**src/sv/dfrm_pkg.sv**
```systemverilog
package dfrm_pkg;

  localparam int unsigned FifoDepthDefault = 4;

  localparam logic [1:0] STATUS_DATA  = 2'd0;
  localparam logic [1:0] STATUS_EMPTY = 2'd1;
  localparam logic [1:0] STATUS_ERROR = 2'd2;

  localparam logic [6:0] LEN_EXT16 = 7'd126;
  localparam logic [6:0] LEN_EXT64 = 7'd127;
  localparam logic [3:0] OPCODE_TEXT = 4'h1;

  typedef struct packed {
    logic [7:0] data;
    logic [7:0] key;
    logic       last;
    logic [1:0] status;
  } cmd_t;

endpackage

```
**src/sv/dfrm_fifo.sv**
```systemverilog
module dfrm_fifo
  import dfrm_pkg::*;
#(
  parameter int unsigned Depth = FifoDepthDefault
) (
  input  logic clk_i,
  input  logic rst_ni,
  input  logic wr_i,
  input  cmd_t wr_cmd_i,
  input  logic rd_i,
  output cmd_t rd_cmd_o,
  output logic full_o,
  output logic empty_o
);

  localparam int unsigned PtrW = (Depth > 1) ? $clog2(Depth) : 1;
  localparam int unsigned CntW = $clog2(Depth + 1);
  localparam logic [PtrW-1:0] LastPtr = PtrW'(Depth - 1);
  localparam logic [CntW-1:0] FullCnt = CntW'(Depth);

  cmd_t            mem_q [Depth];
  logic [PtrW-1:0] wr_ptr_q, wr_ptr_d;
  logic [PtrW-1:0] rd_ptr_q, rd_ptr_d;
  logic [CntW-1:0] count_q, count_d;
  logic            do_wr, do_rd;

  assign full_o   = (count_q == FullCnt);
  assign empty_o  = (count_q == '0);
  assign do_wr    = wr_i && !full_o;
  assign do_rd    = rd_i && !empty_o;
  assign rd_cmd_o = mem_q[rd_ptr_q];

  always_comb begin
    wr_ptr_d = wr_ptr_q;
    rd_ptr_d = rd_ptr_q;
    count_d  = count_q;
    if (do_wr) begin
      wr_ptr_d = (wr_ptr_q == LastPtr) ? '0 : wr_ptr_q + 1'b1;
    end
    if (do_rd) begin
      rd_ptr_d = (rd_ptr_q == LastPtr) ? '0 : rd_ptr_q + 1'b1;
    end
    if (do_wr && !do_rd) begin
      count_d = count_q + 1'b1;
    end else if (do_rd && !do_wr) begin
      count_d = count_q - 1'b1;
    end
  end

  always_ff @(posedge clk_i or negedge rst_ni) begin
    if (!rst_ni) begin
      wr_ptr_q <= '0;
      rd_ptr_q <= '0;
      count_q  <= '0;
    end else begin
      wr_ptr_q <= wr_ptr_d;
      rd_ptr_q <= rd_ptr_d;
      count_q  <= count_d;
    end
  end

  always_ff @(posedge clk_i) begin
    if (do_wr) begin
      mem_q[wr_ptr_q] <= wr_cmd_i;
    end
  end

  assert property (@(posedge clk_i) disable iff (!rst_ni) count_q <= FullCnt)
    else $error("Queue count exceeds its depth.");

  assert property (@(posedge clk_i) disable iff (!rst_ni)
    (do_wr && !do_rd) |=> (count_q == $past(count_q) + 1'b1))
    else $error("Queue count did not follow a lone write.");

endmodule

```
**src/sv/dfrm_front.sv**
```systemverilog
module dfrm_front
  import dfrm_pkg::*;
(
  input  logic       clk_i,
  input  logic       rst_ni,
  input  logic       accept_i,
  input  logic [7:0] data_byte_i,
  output logic       wr_o,
  output cmd_t       cmd_o
);

  localparam logic [2:0] PH_HDR0 = 3'd0;
  localparam logic [2:0] PH_HDR1 = 3'd1;
  localparam logic [2:0] PH_LEN  = 3'd2;
  localparam logic [2:0] PH_KEY  = 3'd3;
  localparam logic [2:0] PH_DATA = 3'd4;

  logic [2:0]       phase_q, phase_d;
  logic [3:0]       left_q, left_d;
  logic             masked_q, masked_d;
  logic [3:0][7:0]  key_q, key_d;
  logic [1:0]       idx_q, idx_d;
  logic [63:0]      rem_q, rem_d;
  logic             finish;
  logic [3:0]       left_dec;
  logic [63:0]      rem_dec;

  assign left_dec = left_q - 4'd1;
  assign rem_dec  = rem_q - 64'd1;

  always_comb begin
    phase_d  = phase_q;
    left_d   = left_q;
    masked_d = masked_q;
    key_d    = key_q;
    idx_d    = idx_q;
    rem_d    = rem_q;
    finish   = 1'b0;
    wr_o     = 1'b0;
    cmd_o    = '{data: 8'd0, key: 8'd0, last: 1'b1, status: STATUS_ERROR};
    if (accept_i) begin
      unique case (phase_q)
        PH_HDR1: begin
          masked_d = data_byte_i[7];
          key_d    = '0;
          rem_d    = '0;
          if (data_byte_i[6:0] == LEN_EXT16) begin
            phase_d = PH_LEN;
            left_d  = 4'd2;
          end else if (data_byte_i[6:0] == LEN_EXT64) begin
            phase_d = PH_LEN;
            left_d  = 4'd8;
          end else begin
            rem_d  = {57'd0, data_byte_i[6:0]};
            finish = 1'b1;
          end
        end
        PH_LEN: begin
          rem_d  = {rem_q[55:0], data_byte_i};
          left_d = left_dec;
          finish = (left_dec == 4'd0);
        end
        PH_KEY: begin
          key_d  = {key_q[2:0], data_byte_i};
          left_d = left_dec;
          finish = (left_dec == 4'd0);
        end
        PH_DATA: begin
          wr_o  = 1'b1;
          cmd_o = '{data: data_byte_i, key: key_q[~idx_q], last: (rem_q == 64'd1),
                    status: STATUS_DATA};
          idx_d = idx_q + 2'd1;
          rem_d = rem_dec;
          if (rem_q == 64'd1) begin
            phase_d = PH_HDR0;
          end
        end
        default: begin
          if (data_byte_i[7] && data_byte_i[3:0] == OPCODE_TEXT) begin
            phase_d = PH_HDR1;
          end else begin
            phase_d = PH_HDR0;
            wr_o    = 1'b1;
          end
        end
      endcase
      if (finish) begin
        if (masked_d && phase_q != PH_KEY) begin
          phase_d = PH_KEY;
          left_d  = 4'd4;
        end else begin
          idx_d = 2'd0;
          if (rem_d == 64'd0) begin
            phase_d = PH_HDR0;
            wr_o    = 1'b1;
            cmd_o   = '{data: 8'd0, key: 8'd0, last: 1'b1, status: STATUS_EMPTY};
          end else begin
            phase_d = PH_DATA;
          end
        end
      end
    end
  end

  always_ff @(posedge clk_i or negedge rst_ni) begin
    if (!rst_ni) begin
      phase_q  <= PH_HDR0;
      left_q   <= '0;
      masked_q <= 1'b0;
      key_q    <= '0;
      idx_q    <= '0;
      rem_q    <= '0;
    end else begin
      phase_q  <= phase_d;
      left_q   <= left_d;
      masked_q <= masked_d;
      key_q    <= key_d;
      idx_q    <= idx_d;
      rem_q    <= rem_d;
    end
  end

  assert property (@(posedge clk_i) disable iff (!rst_ni) phase_q <= PH_DATA)
    else $error("Parser phase left its legal range.");

  assert property (@(posedge clk_i) disable iff (!rst_ni)
    (phase_q == PH_DATA) |-> (rem_q != 64'd0))
    else $error("Payload phase entered with nothing left to receive.");

endmodule

```
**src/sv/dfrm_back.sv**
```systemverilog
module dfrm_back
  import dfrm_pkg::*;
(
  input  logic       clk_i,
  input  logic       rst_ni,
  input  logic       q_empty_i,
  input  cmd_t       q_cmd_i,
  output logic       q_rd_o,
  input  logic       pop_i,
  output logic       empty_o,
  output logic [7:0] payload_byte_o,
  output logic       last_o,
  output logic [1:0] status_o
);

  logic       valid_q, valid_d;
  logic [7:0] byte_q;
  logic       last_q;
  logic [1:0] status_q;

  assign q_rd_o  = !q_empty_i && (!valid_q || pop_i);
  assign valid_d = q_rd_o || (valid_q && !pop_i);

  always_ff @(posedge clk_i or negedge rst_ni) begin
    if (!rst_ni) begin
      valid_q <= 1'b0;
    end else begin
      valid_q <= valid_d;
    end
  end

  always_ff @(posedge clk_i) begin
    if (q_rd_o) begin
      byte_q   <= q_cmd_i.data ^ q_cmd_i.key;
      last_q   <= q_cmd_i.last;
      status_q <= q_cmd_i.status;
    end
  end

  assign empty_o        = !valid_q;
  assign payload_byte_o = byte_q;
  assign last_o         = last_q;
  assign status_o       = status_q;

  assert property (@(posedge clk_i) disable iff (!rst_ni)
    (valid_q && status_q != STATUS_DATA) |-> (byte_q == 8'd0 && last_q))
    else $error("Status beat carries payload or lacks the last mark.");

endmodule

```
**src/sv/websocket_frame_deframer_top.sv**
```systemverilog
// WebSocket text-frame receiver with payload unmasking.
// Input channel: one stream byte per beat on data_byte_i, taken at a clock
// edge where push is high and full is low.
// Result channel: while empty is low, payload_byte_o, last_o and status_o
// hold the oldest result, which is taken at an edge where pop is high.
// Status 0 is an unmasked payload byte, status 1 reports a zero-length frame
// and status 2 reports a first header byte without FIN or with an opcode
// other than text; the last two always carry last_o high and a zero byte.
// Header, length and mask key bytes give no result, but for the status 1
// and 2 results. A result goes into the queue and then into the output
// register. The parser takes one byte per cycle while full is low and
// keeps a 64-bit length countdown. A result queue of FifoDepth entries
// sits between parser and output register. When the receiver stalls, the
// queue fills and full rises until pop drains it again.
// Reset puts the parser in front of a first header byte and empties the
// queue and the output register; the block is ready in the first cycle.
module websocket_frame_deframer_top
  import dfrm_pkg::*;
#(
  parameter int unsigned FifoDepth = FifoDepthDefault
) (
  input  logic       clk_i,
  input  logic       rst_ni,
  input  logic       push,
  output logic       full,
  input  logic [7:0] data_byte_i,
  output logic       empty,
  input  logic       pop,
  output logic [7:0] payload_byte_o,
  output logic       last_o,
  output logic [1:0] status_o
);

  logic accept;
  logic front_wr;
  cmd_t front_cmd;
  cmd_t q_cmd;
  logic q_rd;
  logic q_empty;
  logic q_full;

  assign full   = q_full;
  assign accept = push && !q_full;

  dfrm_front u_front (
    .clk_i       (clk_i),
    .rst_ni      (rst_ni),
    .accept_i    (accept),
    .data_byte_i (data_byte_i),
    .wr_o        (front_wr),
    .cmd_o       (front_cmd)
  );

  dfrm_fifo #(
    .Depth (FifoDepth)
  ) u_fifo (
    .clk_i    (clk_i),
    .rst_ni   (rst_ni),
    .wr_i     (front_wr),
    .wr_cmd_i (front_cmd),
    .rd_i     (q_rd),
    .rd_cmd_o (q_cmd),
    .full_o   (q_full),
    .empty_o  (q_empty)
  );

  dfrm_back u_back (
    .clk_i          (clk_i),
    .rst_ni         (rst_ni),
    .q_empty_i      (q_empty),
    .q_cmd_i        (q_cmd),
    .q_rd_o         (q_rd),
    .pop_i          (pop),
    .empty_o        (empty),
    .payload_byte_o (payload_byte_o),
    .last_o         (last_o),
    .status_o       (status_o)
  );

endmodule
```
**config.mk**
```make
export PLATFORM = sky130hd
export DESIGN_NAME = websocket_frame_deframer_top
export DESIGN_NICKNAME = d
export VERILOG_FILES = /design/src/sv/dfrm_pkg.sv /design/src/sv/dfrm_fifo.sv /design/src/sv/dfrm_front.sv /design/src/sv/dfrm_back.sv /design/src/sv/websocket_frame_deframer_top.sv
export SDC_FILE = /design/constraint.sdc
export NUM_CORES = 1
export LEC_CHECK = 0
export ABC_AREA = 0
export BUFFER_PORTS_ARGS = -buffer_cell sky130_fd_sc_hd__buf_2
export CELL_PAD_IN_SITES_DETAIL_PLACEMENT = 0
export CELL_PAD_IN_SITES_GLOBAL_PLACEMENT = 1
export CORE_MARGIN = 2
export CORE_UTILIZATION = 52
export CTS_BUF_LIST = sky130_fd_sc_hd__clkbuf_4 sky130_fd_sc_hd__clkbuf_8
export CTS_CLUSTER_DIAMETER = 60
export CTS_CLUSTER_SIZE = 8
export DETAILED_ROUTE_END_ITERATION = 7
export MAX_ROUTING_LAYER = met4
export PLACE_DENSITY_LB_ADDON = 0.1
export SYNTH_ARGS = -nofsm -noshare
export SYNTH_HDL_FRONTEND = slang
export SYNTH_SLANG_ARGS = --single-unit
```
**constraint.sdc**
```tcl
create_clock -name clk_i -period 5.3 [get_ports clk_i]
set_input_delay 0.53 -clock clk_i [delete_from_list [all_inputs] [get_ports clk_i]]
set_output_delay 0.53 -clock clk_i [all_outputs]
set_load 0.1 [all_outputs]
```
# [After elaboration in Yosys (flattened, before gate mapping)]
# Memory sizes are Yosys's and may differ from the RTL's.
# Cells that the tools add are included.
[op_classes] n_eq_ne=15 order_cmp=1 n_reduce_logical=26 n_addsub=7 muxes=46 bitwise_logic=2
[ops] operator="$pmux 64 s3" count=1
[ops] operator="$mux 64" count=2
[ops] operator="$mux 19" count=5
[ops] operator="$eq 64x1->1 const B" count=1
[ops] operator="$logic_not 64->1" count=1
[ops] operator="$pmux 32 s2" count=1
[ops] operator="$sub 64x1->64 const B" count=1
[ops] operator="$mux 3" count=8
[ops] operator="$bmux 8 s2" count=1
[ops] operator="$mux 4" count=4
[ops] operator="$eq 7x7->1 const B" count=2
[ops] operator="$mux 1" count=13
[ops] operator="$mux 2" count=5
[ops] operator="$logic_and 1x1->1" count=9
[ops] operator="$pmux 3 s3" count=1
[ops] operator="$mux 8" count=1
[ops] operator="$pmux 4 s2" count=1
[ops] operator="$xor 8x8->8" count=1
[ops] operator="$mux 7" count=1
[ops] operator="$add 2x1->2 const B" count=3
[ops] operator="$eq 3x2->1 const B" count=2
[ops] operator="$eq 3x3->1 const B" count=2
[ops] operator="$logic_not 1->1" count=6
[ops] operator="$eq 2x2->1 const B" count=2
[ops] operator="20 further kinds" count=23
[totals] input_bits=12 ram_bits=76 word_cells=114 reg_bits=125 mem_count=1
[memory_table] name="u_fifo.mem_q" words=4 width=19 read_ports=1 rd_ports_with_merged_regs=0 wr=1 line_no="dfrm_fifo.sv:21" rtl="cmd_t mem_q [Depth];"

# [Depth between registers and ports, before layout]
# Gate-level depths: netlist of run 1.
[logic_depth] word_depth=15 depth_mapped=20

# [Modules after synthesis]
# A second synthesis of run 1 with hierarchy kept.
[hier_totals] cells_unflattened=1272 hier_area_um2=12190.4
[modules_own_cells] mod="dfrm_front" instances=1 area_each_um2=8543.2 cells_per_inst=1111
[modules_own_cells] mod="dfrm_fifo" instances=1 area_each_um2=3190.6 cells_per_inst=136
[modules_own_cells] mod="dfrm_back" instances=1 area_each_um2=442.9 cells_per_inst=24
[modules_own_cells] mod="websocket_frame_deframer_top" instances=1 area_each_um2=13.8 cells_per_inst=1

# [Least setup slack after synthesis of run 1]
# Ideal clock, no wire load.
[synth_timing] path_kind="flip-flop to flip-flop" start="register u_fifo.count_q[0]" end="register u_fifo.count_q[1]" path_buffers=1 path_slack_ps=689 t_arrival_ps=4486 path_stages_with_launch=11 path_cell_list="dfrtp_1 -> nor3b_1 -> nor2b_1 -> buf_2 -> and3_1 -> a32oi_2 -> inv_1 -> ha_1 -> inv_1 -> fa_1 -> mux2_2"
[synth_lines] item="start: declaration" line_no="dfrm_fifo.sv:24" rtl="logic [CntW-1:0] count_q, count_d;"
[synth_lines] item="start signal: assignment" line_no="dfrm_fifo.sv:58" rtl="count_q <= count_d;"
[synth_lines] item="$eq 3x3->1 *" line_no="dfrm_fifo.sv:27" rtl="assign full_o = (count_q == FullCnt);"
[synth_lines] item="net full" line_no="websocket_frame_deframer_top.sv:25" rtl="output logic full,"
[synth_lines] item="$logic_not 1->1 *" line_no="dfrm_fifo.sv:29, websocket_frame_deframer_top.sv:43"
[synth_lines] item="$logic_and 1x1->1" line_no="websocket_frame_deframer_top.sv:43" rtl="assign accept = push && !q_full;"
[synth_lines] item="$mux 1" line_no="dfrm_front.sv:41" rtl="if (accept_i) begin"
[synth_lines] item="$logic_and 1x1->1 *" line_no="dfrm_fifo.sv:29" rtl="assign do_wr = wr_i && !full_o;"
[synth_lines] item="net u_fifo.do_wr" line_no="dfrm_fifo.sv:25" rtl="logic do_wr, do_rd;"
[synth_lines] item="$logic_and 1x1->1 *" line_no="dfrm_fifo.sv:43" rtl="if (do_wr && !do_rd) begin"
[synth_lines] item="$mux 3 *" line_no="dfrm_fifo.sv:43"
[synth_lines] item="net u_fifo.count_d[1]" line_no="dfrm_fifo.sv:24"
# The timed path passes the listed nets; every way through them passes the cells marked *. The select of a mux whose other input is x is not followed.
# A chain may end at the register's enable or synchronous reset.

# [Final worst setup path of run 1]
[layout_timing] start="register u_front.rem_q[1]" end="register u_fifo.count_q[2]"
[layout_between] elab_chain_cells=12
[layout_lines] item="start: declaration" line_no="dfrm_front.sv:23" rtl="logic [63:0] rem_q, rem_d;"
[layout_lines] item="start signal: assignment" line_no="dfrm_front.sv:119" rtl="rem_q <= rem_d;"
[layout_lines] item="$sub 64x1->64" line_no="dfrm_front.sv:29" rtl="assign rem_dec = rem_q - 64'd1;"
[layout_lines] item="$pmux 64 s3 *" line_no="dfrm_front.sv:42" rtl="unique case (phase_q)"
[layout_lines] item="$mux 64 *" line_no="dfrm_front.sv:41"
[layout_lines] item="$logic_not 64->1 *" line_no="dfrm_front.sv:93" rtl="if (rem_d == 64'd0) begin"
[layout_lines] item="$mux 1 *" line_no="dfrm_front.sv:93"
[layout_lines] item="$mux 1 *" line_no="dfrm_front.sv:88" rtl="if (masked_d && phase_q != PH_KEY) begin"
[layout_lines] item="$mux 1 *" line_no="dfrm_front.sv:87" rtl="if (finish) begin"
[layout_lines] item="$mux 1 *" line_no="dfrm_front.sv:41"
[layout_lines] item="$logic_and 1x1->1 *" line_no="dfrm_fifo.sv:29"
[layout_lines] item="net u_fifo.do_wr" line_no="dfrm_fifo.sv:25"
[layout_lines] item="$logic_not 1->1" line_no="dfrm_fifo.sv:45" rtl="end else if (do_rd && !do_wr) begin"
[layout_lines] item="$logic_and 1x1->1" line_no="dfrm_fifo.sv:45"
[layout_lines] item="$reduce_bool 2->1 (no source line)"
# Marks and branches as above.

==> results of run 1 <==
[synthesized netlist by cell type (10+ instances only)]
library cell  instances  area [µm²]
a22o_1               42         368
xor2_1               41         359
a21oi_1              45         225
o21ai_0              92         460
clkbuf_1             71         267
nand2b_1             10        62.6
inv_1                25        93.8
ha_1                 10         125
nor2_1               66         248
nand3_1              25         125
nand2_1             117         439
a22oi_1              20         150
and3_1               26         163
dfrtp_1             114        2850
buf_2                16        80.1
nand4_1              21         131
xnor2_1              17         149
mux4_2               19         428
edfxtp_1             87        2610
nor4_1               46         288
or4_1                16         120
nor3_1               35         175
[power by group]
| group | switching, µW | internal (µW) | total (µW) | leakage (µW) |
|---|---|---|---|---|
| logic | 2630 | 1420 | 4050 | 0.00236 |
| clock network | 654 | 817 | 1470 | 0.000373 |
| registers | 749 | 2090 | 2840 | 0.00229 |
[kinds of logic after synthesis]
family          count (synthesis)  synth area share (%)
flops                         201                  47.1
xor+xnor                       58                  4.38
simple gates                  434                  20.2
buf+inv                       124                  4.27
fa+ha+maj                      13                  1.42
compound gates                297                  17.4
mux                            35                  5.19
[registers in the layout, summed over array words and instances, names as in the netlist]
| register | cells |
|---|---|
| u_front.idx_q | 2 |
| u_fifo.wr_ptr_q | 2 |
| u_fifo.rd_ptr_q | 2 |
| u_front.masked_q | 1 |
| u_fifo.mem_q | 76 |
| u_back.last_o | 1 |
| u_back.valid_q | 1 |
| u_front.key_q | 32 |
| u_fifo.count_q | 3 |
| u_front.rem_q | 64 |
| u_back.status_o | 2 |
| u_front.phase_q | 3 |
| u_front.left_q | 4 |
| u_back.payload_byte_o | 8 |
[routing by layer]
layer | up-vias | GRT usage (%) | wire [µm]
met5 | - | - | 0
li1 | 4448 | - | -
met1 | 4861 | 43.8 | 15300
met3 | 146 | 5.56 | 3080
met4 | 0 | 14.6 | 2080
met2 | 549 | 53.5 | 18300
[through the flow]
stage | hold slack (ps) | instances
floorplan | 234 | 1162
global placement | 486 | 1421
detailed placement | 486 | 1421
CTS | 111 | 1479
global route | 151 | 1479
finish | 66.5 | 1479
[cell usage in the layout, fill, tap and decap left out, types with 8 or more instances in the layout]
cell type    n
a21oi_1     45
a221oi_1     9
a22o_1      42
a22oi_1     20
a31oi_1      9
and2_1       9
and3_1      26
buf_2       23
buf_4       54
clkbuf_4    14
clkbuf_8    35
dfrtp_1    114
edfxtp_1    87
ha_1        10
inv_1       25
mux2_2       9
mux4_2      19
nand2_1    117
nand2b_1     9
nand3_1     25
nand4_1     21
nor2_1      64
nor3_1      35
nor4_1      46
o21ai_0     91
o31ai_1      8
or2_2        9
or4_1       15
xnor2_1     16
xor2_1      41
[worst max-delay path, delay by kind of cell, from the launching register on]
family / cells / cell delay (ps)
flops: 1 / 430
fa+ha+maj: 3 / 790
simple gates: 5 / 1910
compound gates: 4 / 1170
xor+xnor: 2 / 320
buf+inv: 3 / 300
[what timing repair did]
action	CTS	global route
gates resized for setup	0	5
hold buffers	0	0
endpoints found under the setup margin	0	8
[area by class of cell]
class	instances	share of cell area [%]
clock buffers	49	4.57
clock inverters	9	0.857
inverters	25	0.731
multi-input cells	837	44.4
flip-flops and latches	201	42.5
well taps	280	2.73
repair buffers	78	4.21
[path summary, 6_finish.rpt]
check                                                    from                            end  slack [ps]  cells after the start
worst max-delay path             u_front.rem_q[1]$_DFFE_PN0P_  u_fifo.count_q[2]$_DFFE_PN0P_         270                     17
worst min-delay path                                   rst_ni  u_front.rem_q[15]$_DFFE_PN0P_          70                      1
worst max register to register   u_front.rem_q[1]$_DFFE_PN0P_  u_fifo.count_q[2]$_DFFE_PN0P_         270                     17
worst min register to register  u_fifo.count_q[2]$_DFFE_PN0P_  u_fifo.count_q[2]$_DFFE_PN0P_         500                      1
max in group asynchronous                              rst_ni   u_front.masked_q$_DFFE_PN0P_        4000                      2
min in group clk_i                                        pop       u_back.valid_q$_DFF_PN0_         230                      2
==> out/qor.yml, run 1 <==
post_cts_buffers: 0
power_uw: 8360
finClkSkew_ps: 32.7
yosysWarningCount: 0
hp-class: "in -> async"
worst_setup_path_start_kind: "register"
required_ps: 5740
arrival_ps: 5470
gp_congestion: 1.02
cts_sinks: 201
syn-num-nets: 1185
fin_util_pct: 58.9
wirelength_um: 38800
power.leakage_uw: 0.00502
fin_setup_tns_ps: 0
pin_count: 25
drt_iter0_markers: 1026
cts-htree-levels: 2
final-seq-area_mm2: 0.00547
cpMostUsedCell: "inv_1"
syn_avg_cell_area_um2: 9.98
num_vias: 10000
syn_to_final_growth_pct: 10.8
avgViaCountPerCell: 6.76
max_stage_delay_ps: 600
synth_edf_count: 87
grt_pass1_wl_um: 60000
ys_types: 81
firstDrtPassIters: 7
maxCapViolCount: 0
netlist_instances: 1162
ys_async_sr_fraction_pct: 56.7
power_density_mw_per_mm2: 650
coreArea_mm2: 0.0218
worstPathCellList: "inv_1, ha_1, or4bb_1, or4_4, o21ai_0, a31oi_1, a221oi_1, nand4_1, nor4b_4, a32oi_2, inv_1, ha_1, inv_1, fa_1, xor2_1, nor2_1, xor2_1"
drc_errors: 0
synth_seq_cells: 201
wl_per_cell_um: 26.2
die_w_um: 153
gr-total-overflow: 0
cp_slowest_cell: "or4bb_1"
drive_gt1_share_pct: 16.7
clockBufferDepth: 3
layout.nets: 1200
multi_input_area_mm2: 0.00570
rsz0062_at_grt: "no"
slew_headroom_pct: 18.1
ir_drop_uv: 310
place.port_buffers: 24
status: "complete, no violations"
grt_max_degree: 64
post-route-period-util_pct: 94.9
grt_use_total_pct: 34.0
worst_slack_ps: 269
nFillCells: 1926
fin_crit_ps: 5030
final-hold-violation-count: 0
setup.worst_path.end_class: "register"
fp-row-count: 54
grt_antenna_before_repair: 0
antenna_cells: 0
place_area_mm2: 0.0121
die_h_um: 153
setup_viol: 0
cts_buffers: 34
clkLatencyLatePin_ps: 540
syn_area_mm2: 0.0116
first_global_vias: 9722
start_util_pct: 53.1
worst_pin_slew_ps: 1230
place_hpwl_um: 26700
synth_ff_type: "dfrtp_1"
place_ws_ps: 250
clkTransAtPathRegs_ps: 60
fmax_ghz: 0.199
root_buffer: "clkbuf_8"
dieArea_mm2: 0.0235
ys_seq_area_share_pct: 47.1
final_cell_area_mm2: 0.0128
cts_tree: "done"
path_class: "reg -> reg"
cp_max_fo: 9
ant_nets: 0
drv_slew: 0
No activity file was read; power rests on OpenSTA's default activity.
==> inputs of run 2 (changes only) <==
--- a/config.mk
+++ b/config.mk
@@ -9,7 +9,7 @@
 export BUFFER_PORTS_ARGS = -buffer_cell sky130_fd_sc_hd__buf_2
 export CELL_PAD_IN_SITES_DETAIL_PLACEMENT = 0
 export CELL_PAD_IN_SITES_GLOBAL_PLACEMENT = 1
-export CORE_MARGIN = 2
+export CORE_MARGIN = 8
 export CORE_UTILIZATION = 52
 export CTS_BUF_LIST = sky130_fd_sc_hd__clkbuf_4 sky130_fd_sc_hd__clkbuf_8
 export CTS_CLUSTER_DIAMETER = 60
@@ -20,3 +20,4 @@
 export SYNTH_ARGS = -nofsm -noshare
 export SYNTH_HDL_FRONTEND = slang
 export SYNTH_SLANG_ARGS = --single-unit
+export TNS_END_PERCENT = 20
==> out/qor.yml, run 2 (same netlist as run 1, synthesis figures left out) <==
hp-class: "in -> async"  # unchanged
grt_pass1_wl_um: 59300  # was 60000 µm
die_h_um: 165  # was 153 µm
num_vias: 10000  # about the same
r2r_slack_ps: 290  # was 270 ps
ant_nets: 0  # unchanged
dieArea_mm2: 0.0273  # was 0.0235 mm²
die_w_um: 165  # was 153 µm
final_common_cell: "nand2_1"  # unchanged
grt_use_total_pct: 29.1  # was 34.0%
gp_congestion: 1.04  # was 1.02
layout.nets: 1210  # was 1200
post-route-period-util_pct: 94.6  # was 94.9%
drive_gt1_share_pct: 17.0  # was 16.7%
reg2regPathDepth: 17  # unchanged
cts_buffers: 30  # was 34
avgViaCountPerCell: 6.73  # was 6.76
reg_top3: "u_fifo.mem_q x76, u_front.rem_q x64, u_front.key_q x32"  # unchanged
drt_iter0_markers: 1139  # was 1026
start_util_pct: 53.0  # was 53.1%
required_ps: 5800  # was 5740 ps
pin_count: 25  # unchanged
wirelength_um: 38300  # was 38800 µm
power.leakage_uw: 0.00501  # was 0.00502 µW
grt_max_degree: 70  # was 64
clkTransAtPathRegs_ps: 70  # was 60 ps
firstDrtPassIters: 6  # was 7
drv_slew: 0  # unchanged
power_uw: 8200  # was 8360 µW
rsz0062_at_grt: "no"  # unchanged
layout_common_cells: "117 x nand2_1, 114 x dfrtp_1, 91 x o21ai_0, 87 x edfxtp_1, 67 x buf_4"  # was 117 x nand2_1, 114 x dfrtp_1, 91 x o21ai_0, 87 x edfxtp_1, 64 x nor2_1
place.port_buffers: 24  # unchanged
cts-htree-levels: 1  # was 2
fin_crit_ps: 5010  # was 5030 ps
ir_drop_uv: 367  # was 310 µV
clkLatencyLatePin_ps: 630  # was 540 ps
status: "complete, no violations"  # unchanged
final-hold-violation-count: 0  # unchanged
regMostFlops: "u_fifo.mem_q"  # unchanged
path_class: "reg -> reg"  # unchanged
grt_antenna_before_repair: 0  # unchanged
power_density_mw_per_mm2: 639  # was 650 mW/mm²
cp_max_fo: 9  # unchanged
first_global_vias: 9746  # was 9722
wl_per_cell_um: 25.8  # was 26.2 µm
setup_viol: 0  # unchanged
largest_reg_flops: 76  # unchanged
cts_sinks: 201  # unchanged
slew_headroom_pct: 23.6  # was 18.1%
worst_setup_path_start_kind: "register"  # unchanged
arrival_ps: 5520  # was 5470 ps
maxCapViolCount: 0  # unchanged
place_hpwl_um: 26900  # was 26700 µm
drc_errors: 0  # unchanged
cts_tree: "done"  # unchanged
setup.worst_path.end_class: "register"  # unchanged
rr_startpoint: "u_front.rem_q[0]$_DFFE_PN0P_"  # was u_front.rem_q[1]$_DFFE_PN0P_
clockBufferDepth: 3  # unchanged
fp-row-count: 54  # unchanged
root_buffer: "clkbuf_8"  # unchanged
coreArea_mm2: 0.0219  # was 0.0218 mm²
finClkSkew_ps: 61.7  # was 32.7 ps
place_area_mm2: 0.0122  # was 0.0121 mm²
fin_util_pct: 58.6  # was 58.9%
final_cell_area_mm2: 0.0128  # about the same
worstReg2RegEnd: "u_fifo.count_q[2]$_DFFE_PN0P_"  # unchanged
worst_pin_slew_ps: 1150  # was 1230 ps
fin_setup_tns_ps: 0  # unchanged
gr-total-overflow: 0  # unchanged
syn_to_final_growth_pct: 10.6  # was 10.8%
fmax_ghz: 0.199  # about the same
==> run 2: cell types whose count changed in the layout (fill, tap and decap cells not counted), sizes merged <==
cell	change
diode	+1
inv	-2
bufinv	-2
clkbuf	-1
buf	+14
clkinv	-2
==> run 2: routing by layer <==
layer | track usage, % | part of all wire, %
met5 | - | 0
met4 | 15.1 | 5.8
met3 | 4.44 | 7.8
met2 | 45.5 | 47
met1 | 36.5 | 40
==> run 2: worst max path at each step <==
stage / endpoint / slack, ps / cells past startpoint / startpoint
final: u_fifo.count_q[2]$_DFFE_PN0P_ / 290 / 17 / u_front.rem_q[0]$_DFFE_PN0P_
after CTS: u_fifo.count_q[2]$_DFFE_PN0P_ / 310 / 18 / u_front.rem_q[0]$_DFFE_PN0P_
after detailed placement: u_fifo.count_q[2]$_DFFE_PN0P_ / 390 / 18 / u_front.rem_q[0]$_DFFE_PN0P_
after floorplan: u_fifo.count_q[1]$_DFFE_PN0P_ / 690 / 10 / u_fifo.count_q[0]$_DFFE_PN0P_
after global routing: u_fifo.count_q[2]$_DFFE_PN0P_ / 4 / 19 / u_front.rem_q[1]$_DFFE_PN0P_
after global placement: u_fifo.count_q[2]$_DFFE_PN0P_ / 440 / 18 / u_front.rem_q[0]$_DFFE_PN0P_
==> run 2: report_power, final <==
group          leakage, µW  internal [µW]  total (µW)  switching (µW)
Sequential         0.00229           2090        2750             665
Clock             0.000319            667        1270             605
Combinational      0.00241           1490        4180            2690
==> run 2: final cells by class <==
type                    instances  area, µm²
well taps                     280        350
repair buffers                 92        658
multi-input cells             837       5670
fillers                      1917       9060
clock buffers                  48        561
diodes                          1       2.50
clock inverters                 3       30.0
flip-flops and latches        201       5470
inverters                      25       93.8
==> run 2: worst max-delay path, stage by stage, from the launching register on <==
cell	delay (ps)
dfrtp_1	480
inv_1	130
ha_1	240
or4bb_1	580
or4_1	600
o21ai_0	270
a31oi_1	110
a221oi_1	530
nand4_1	250
nor4b_2	420
a32oi_2	190
inv_1	80
ha_1	170
inv_1	60
fa_1	370
xor2_1	170
nor2_1	110
xor2_1	150
==> run 2: metrics by stage <==
step,hold WS (ps),worst slack [ps],cells
after floorplan,234,689,1162
after global placement,480,438,1435
after detailed placement,474,387,1435
after CTS,73.7,314,1486
after global routing,113,3.81,1486
final,57.7,286,1487
==> run 2: what timing repair did <==
| action | in CTS | in global routing |
|---|---|---|
| resized for setup | 0 | 1 |
| setup buffers | 0 | 0 |
| endpoints found under the setup margin | 0 | 1 |
| hold buffers | 0 | 0 |
==> inputs of run 3 (changes only) <==
--- a/config.mk
+++ b/config.mk
@@ -5,12 +5,12 @@
 export SDC_FILE = /design/constraint.sdc
 export NUM_CORES = 1
 export LEC_CHECK = 0
-export ABC_AREA = 0
+export ABC_AREA = 1
 export BUFFER_PORTS_ARGS = -buffer_cell sky130_fd_sc_hd__buf_2
 export CELL_PAD_IN_SITES_DETAIL_PLACEMENT = 0
 export CELL_PAD_IN_SITES_GLOBAL_PLACEMENT = 1
 export CORE_MARGIN = 8
-export CORE_UTILIZATION = 52
+export CORE_UTILIZATION = 49
 export CTS_BUF_LIST = sky130_fd_sc_hd__clkbuf_4 sky130_fd_sc_hd__clkbuf_8
 export CTS_CLUSTER_DIAMETER = 60
 export CTS_CLUSTER_SIZE = 8
==> out/qor.yml, run 3 <==
gp_congestion: 0.924  # was 1.04
power_uw: 8610  # was 8200 µW
power_density_mw_per_mm2: 666  # was 639 mW/mm²
largest_reg_flops: 76  # unchanged
seq_power_share_pct: 31.9  # was 33.6%
root_buffer: "clkbuf_8"  # unchanged
gr-total-overflow: 0  # unchanged
place_hpwl_um: 25600  # was 26900 µm
final_cells: 1974  # was 1487
drt_iter0_markers: 971  # was 1139
coreArea_mm2: 0.0241  # was 0.0219 mm²
cp_max_fo: 46  # was 9
r2r_slack_ps: 1070  # was 290 ps
reg_top3: "u_fifo.mem_q x76, u_front.rem_q x64, u_front.key_q x32"  # unchanged
worstReg2RegEnd: "u_fifo.count_q[2]$_DFFE_PN0P_"  # unchanged
p_sw_uw: 4420  # was 3960 µW
grt_pass1_wl_um: 57700  # was 59300 µm
place.port_buffers: 24  # unchanged
clockBufferDepth: 3  # unchanged
syn_to_final_growth_pct: 8.15  # was 10.6%
grt_max_degree: 101  # was 70
worst_setup_path_start_kind: "register"  # unchanged
slew_headroom_pct: 22.4  # was 23.6%
maxCapViolCount: 0  # unchanged
cts-htree-levels: 1  # unchanged
num_vias: 10800  # was 10000
combPwrFrac_pct: 53.3  # was 50.9%
reg2regPathDepth: 20  # was 17
final_common_cell: "nand2_1"  # unchanged
critPathTopFamily: "simple AND/OR/NAND/NOR gates"  # unchanged
switching_share_pct: 51.4  # was 48.2%
die_w_um: 172  # was 165 µm
synth.most_common_cell: "nand2_1"  # unchanged
dieArea_mm2: 0.0296  # was 0.0273 mm²
layout_common_cells: "386 x nand2_1, 252 x nor2_1, 216 x inv_1, 144 x o21ai_0, 134 x nand3_1"  # was 117 x nand2_1, 114 x dfrtp_1, 91 x o21ai_0, 87 x edfxtp_1, 67 x buf_4
cts_buffers: 30  # unchanged
clkLatencyLatePin_ps: 580  # was 630 ps
finClkSkew_ps: 24.7  # was 61.7 ps
ir_drop_uv: 366  # was 367 µV
post_cts_buffers: 0  # unchanged
netlist_instances: 1623  # was 1162
hp-class: "in -> async"  # unchanged
ctsHoldBuffers: 0  # unchanged
p_int_uw: 4190  # was 4250 µW
synthTopCellsByArea: "dfrtp_1 24%, edfxtp_1 22%, nand2_1 12%"  # was dfrtp_1 25%, edfxtp_1 23%, o21ai_0 4.0%
drc_errors: 0  # unchanged
fp-row-count: 57  # was 54
yosysTopAreaCell: "dfrtp_1"  # unchanged
fmax_ghz: 0.237  # was 0.199 GHz
ys_top_cells_by_count: "386 x nand2_1, 253 x nor2_1, 216 x inv_1"  # was 117 x nand2_1, 114 x dfrtp_1, 92 x o21ai_0
drv_slew: 0  # unchanged
cts_sinks: 201  # unchanged
cts_tree: "done"  # unchanged
max_stage_delay_ps: 490  # was 600 ps
syn_area_mm2: 0.0120  # was 0.0116 mm²
power.leakage_uw: 0.00582  # was 0.00501 µW
die_h_um: 172  # was 165 µm
ctsResizeCount: 0  # unchanged
yosysWarningCount: 0  # unchanged
status: "complete, no violations"  # unchanged
worst-path-buf-inv: 4  # was 3
fin_crit_ps: 4230  # was 5010 ps
worst_pin_slew_ps: 1160  # was 1150 ps
required_ps: 5740  # was 5800 ps
firstDrtPassIters: 5  # was 6
rsz0062_at_grt: "no"  # unchanged
wl_per_cell_um: 18.2  # was 25.8 µm
p_clk_share_pct: 14.8  # was 15.5%
first_global_vias: 10400  # was 9746
grt_antenna_before_repair: 0  # unchanged
final-hold-violation-count: 0  # unchanged
pin_count: 25  # unchanged
antenna_cells: 0  # was 1
synth_ff_type: "dfrtp_1"  # unchanged
wirelength_um: 36000  # was 38300 µm
fin_setup_tns_ps: 0  # unchanged
regMostFlops: "u_fifo.mem_q"  # unchanged
arrival_ps: 4670  # was 5520 ps
ant_nets: 0  # unchanged
ys_seq_area_share_pct: 45.7  # was 47.1%
start_util_pct: 49.6  # was 53.0%
grt_use_total_pct: 25.6  # was 29.1%
post-route-period-util_pct: 79.7  # was 94.6%
dpl.cell_count: 1925  # was 1435
cp_slowest_cell: "nand2_4"  # was or4_1
synth_edf_count: 87  # unchanged
synth_top_cell_area_share_pct: 23.9  # was 24.6%
syn-num-nets: 1646  # was 1185
rr_startpoint: "u_front.phase_q[0]$_DFFE_PN0P_"  # was u_front.rem_q[0]$_DFFE_PN0P_
worstPathCellList: "inv_2, nor3_4, inv_2, nand2_4, inv_2, nand2_1, nand3_1, nor2_1, nand2_1, nor2_1, nand2_1, nor2_4, nand3_4, nand3_4, ha_1, inv_1, fa_1, a21oi_1, o21ai_0, xor2_1"  # was inv_1, ha_1, or4bb_1, or4_1, o21ai_0, a31oi_1, a221oi_1, nand4_1, nor4b_2, a32oi_2, inv_1, ha_1, inv_1, fa_1, xor2_1, nor2_1, xor2_1
avgViaCountPerCell: 5.45  # was 6.73
layout.nets: 1656  # was 1210
clkTransAtPathRegs_ps: 70  # about the same
ys_types: 43  # was 81
syn_avg_cell_area_um2: 7.36  # was 9.98 µm²
synth_seq_cells: 201  # unchanged
path_class: "reg -> reg"  # unchanged
setup.worst_path.end_class: "register"  # unchanged
setup_viol: 0  # unchanged
ys_async_sr_fraction_pct: 56.7  # unchanged
drive_gt1_share_pct: 8.24  # was 17.0%
[run 3: cells by family (layout without fill, tap and decap cells)]
logic type      Yosys count  count (layout)  share of synthesized area, %
mux                       1               1                        0.0942
simple gates            843             843                          30.3
compound gates          272             272                          12.7
xor+xnor                 13              13                         0.953
flops                   201             201                          45.7
fa+ha+maj                11              11                          1.21
buf+inv                 282             309                          9.08
[run 3: per-layer routing]
metal,global-route usage (%),vias up,share of wire [%]
met5,-,-,0
met1,33.4,5078,45
met2,41.7,283,47
met4,7.42,0,2.8
met3,2.83,57,5.2
li1,-,5332,-
[run 3: through the flow]
stage               setup slack, ps  hold WS [ps]  util (%)  area (µm²)
floorplan                       812           234         -       12000
CTS                            1120          72.5      53.6       12900
finish                         1070          54.2      53.6       12900
global route                    612           103      53.6       12900
global placement               1180           488      51.2       12300
detailed placement             1150           490      51.2       12300
[run 3: how the worst max path moves through the flow]
stage	to	from	cells past startpoint	slack, ps
global route	u_fifo.count_q[2]$_DFFE_PN0P_	u_front.phase_q[0]$_DFFE_PN0P_	22	610
global placement	u_fifo.count_q[2]$_DFFE_PN0P_	u_front.phase_q[2]$_DFFE_PN0P_	21	1180
detailed placement	u_fifo.count_q[2]$_DFFE_PN0P_	u_front.phase_q[2]$_DFFE_PN0P_	21	1150
finish	u_fifo.count_q[2]$_DFFE_PN0P_	u_front.phase_q[0]$_DFFE_PN0P_	20	1070
CTS	u_fifo.count_q[2]$_DFFE_PN0P_	u_front.phase_q[2]$_DFFE_PN0P_	21	1120
floorplan	u_fifo.count_q[1]$_DFFE_PN0P_	u_fifo.count_q[0]$_DFFE_PN0P_	11	810
[run 3: power by group through the flow]
| stage | registers, µW | logic (µW) | clock network, µW |
|---|---|---|---|
| CTS | 2730 | 4570 | 1310 |
| finish | 2740 | 4580 | 1280 |
| global placement | 2760 | 4520 | 0 |
| floorplan | 2850 | 3170 | 0 |
| global route | 2810 | 5150 | 1370 |
| detailed placement | 2760 | 4550 | 0 |
[run 3: cell type report]
class | instances | area [µm²]
timing repair buffer | 36 | 213
tap | 324 | 405
sequential | 201 | 5470
clock buffer | 46 | 539
fill | 2443 | 11200
clock inverter | 3 | 46.3
inverter | 224 | 843
multi-input combinational | 1140 | 5420
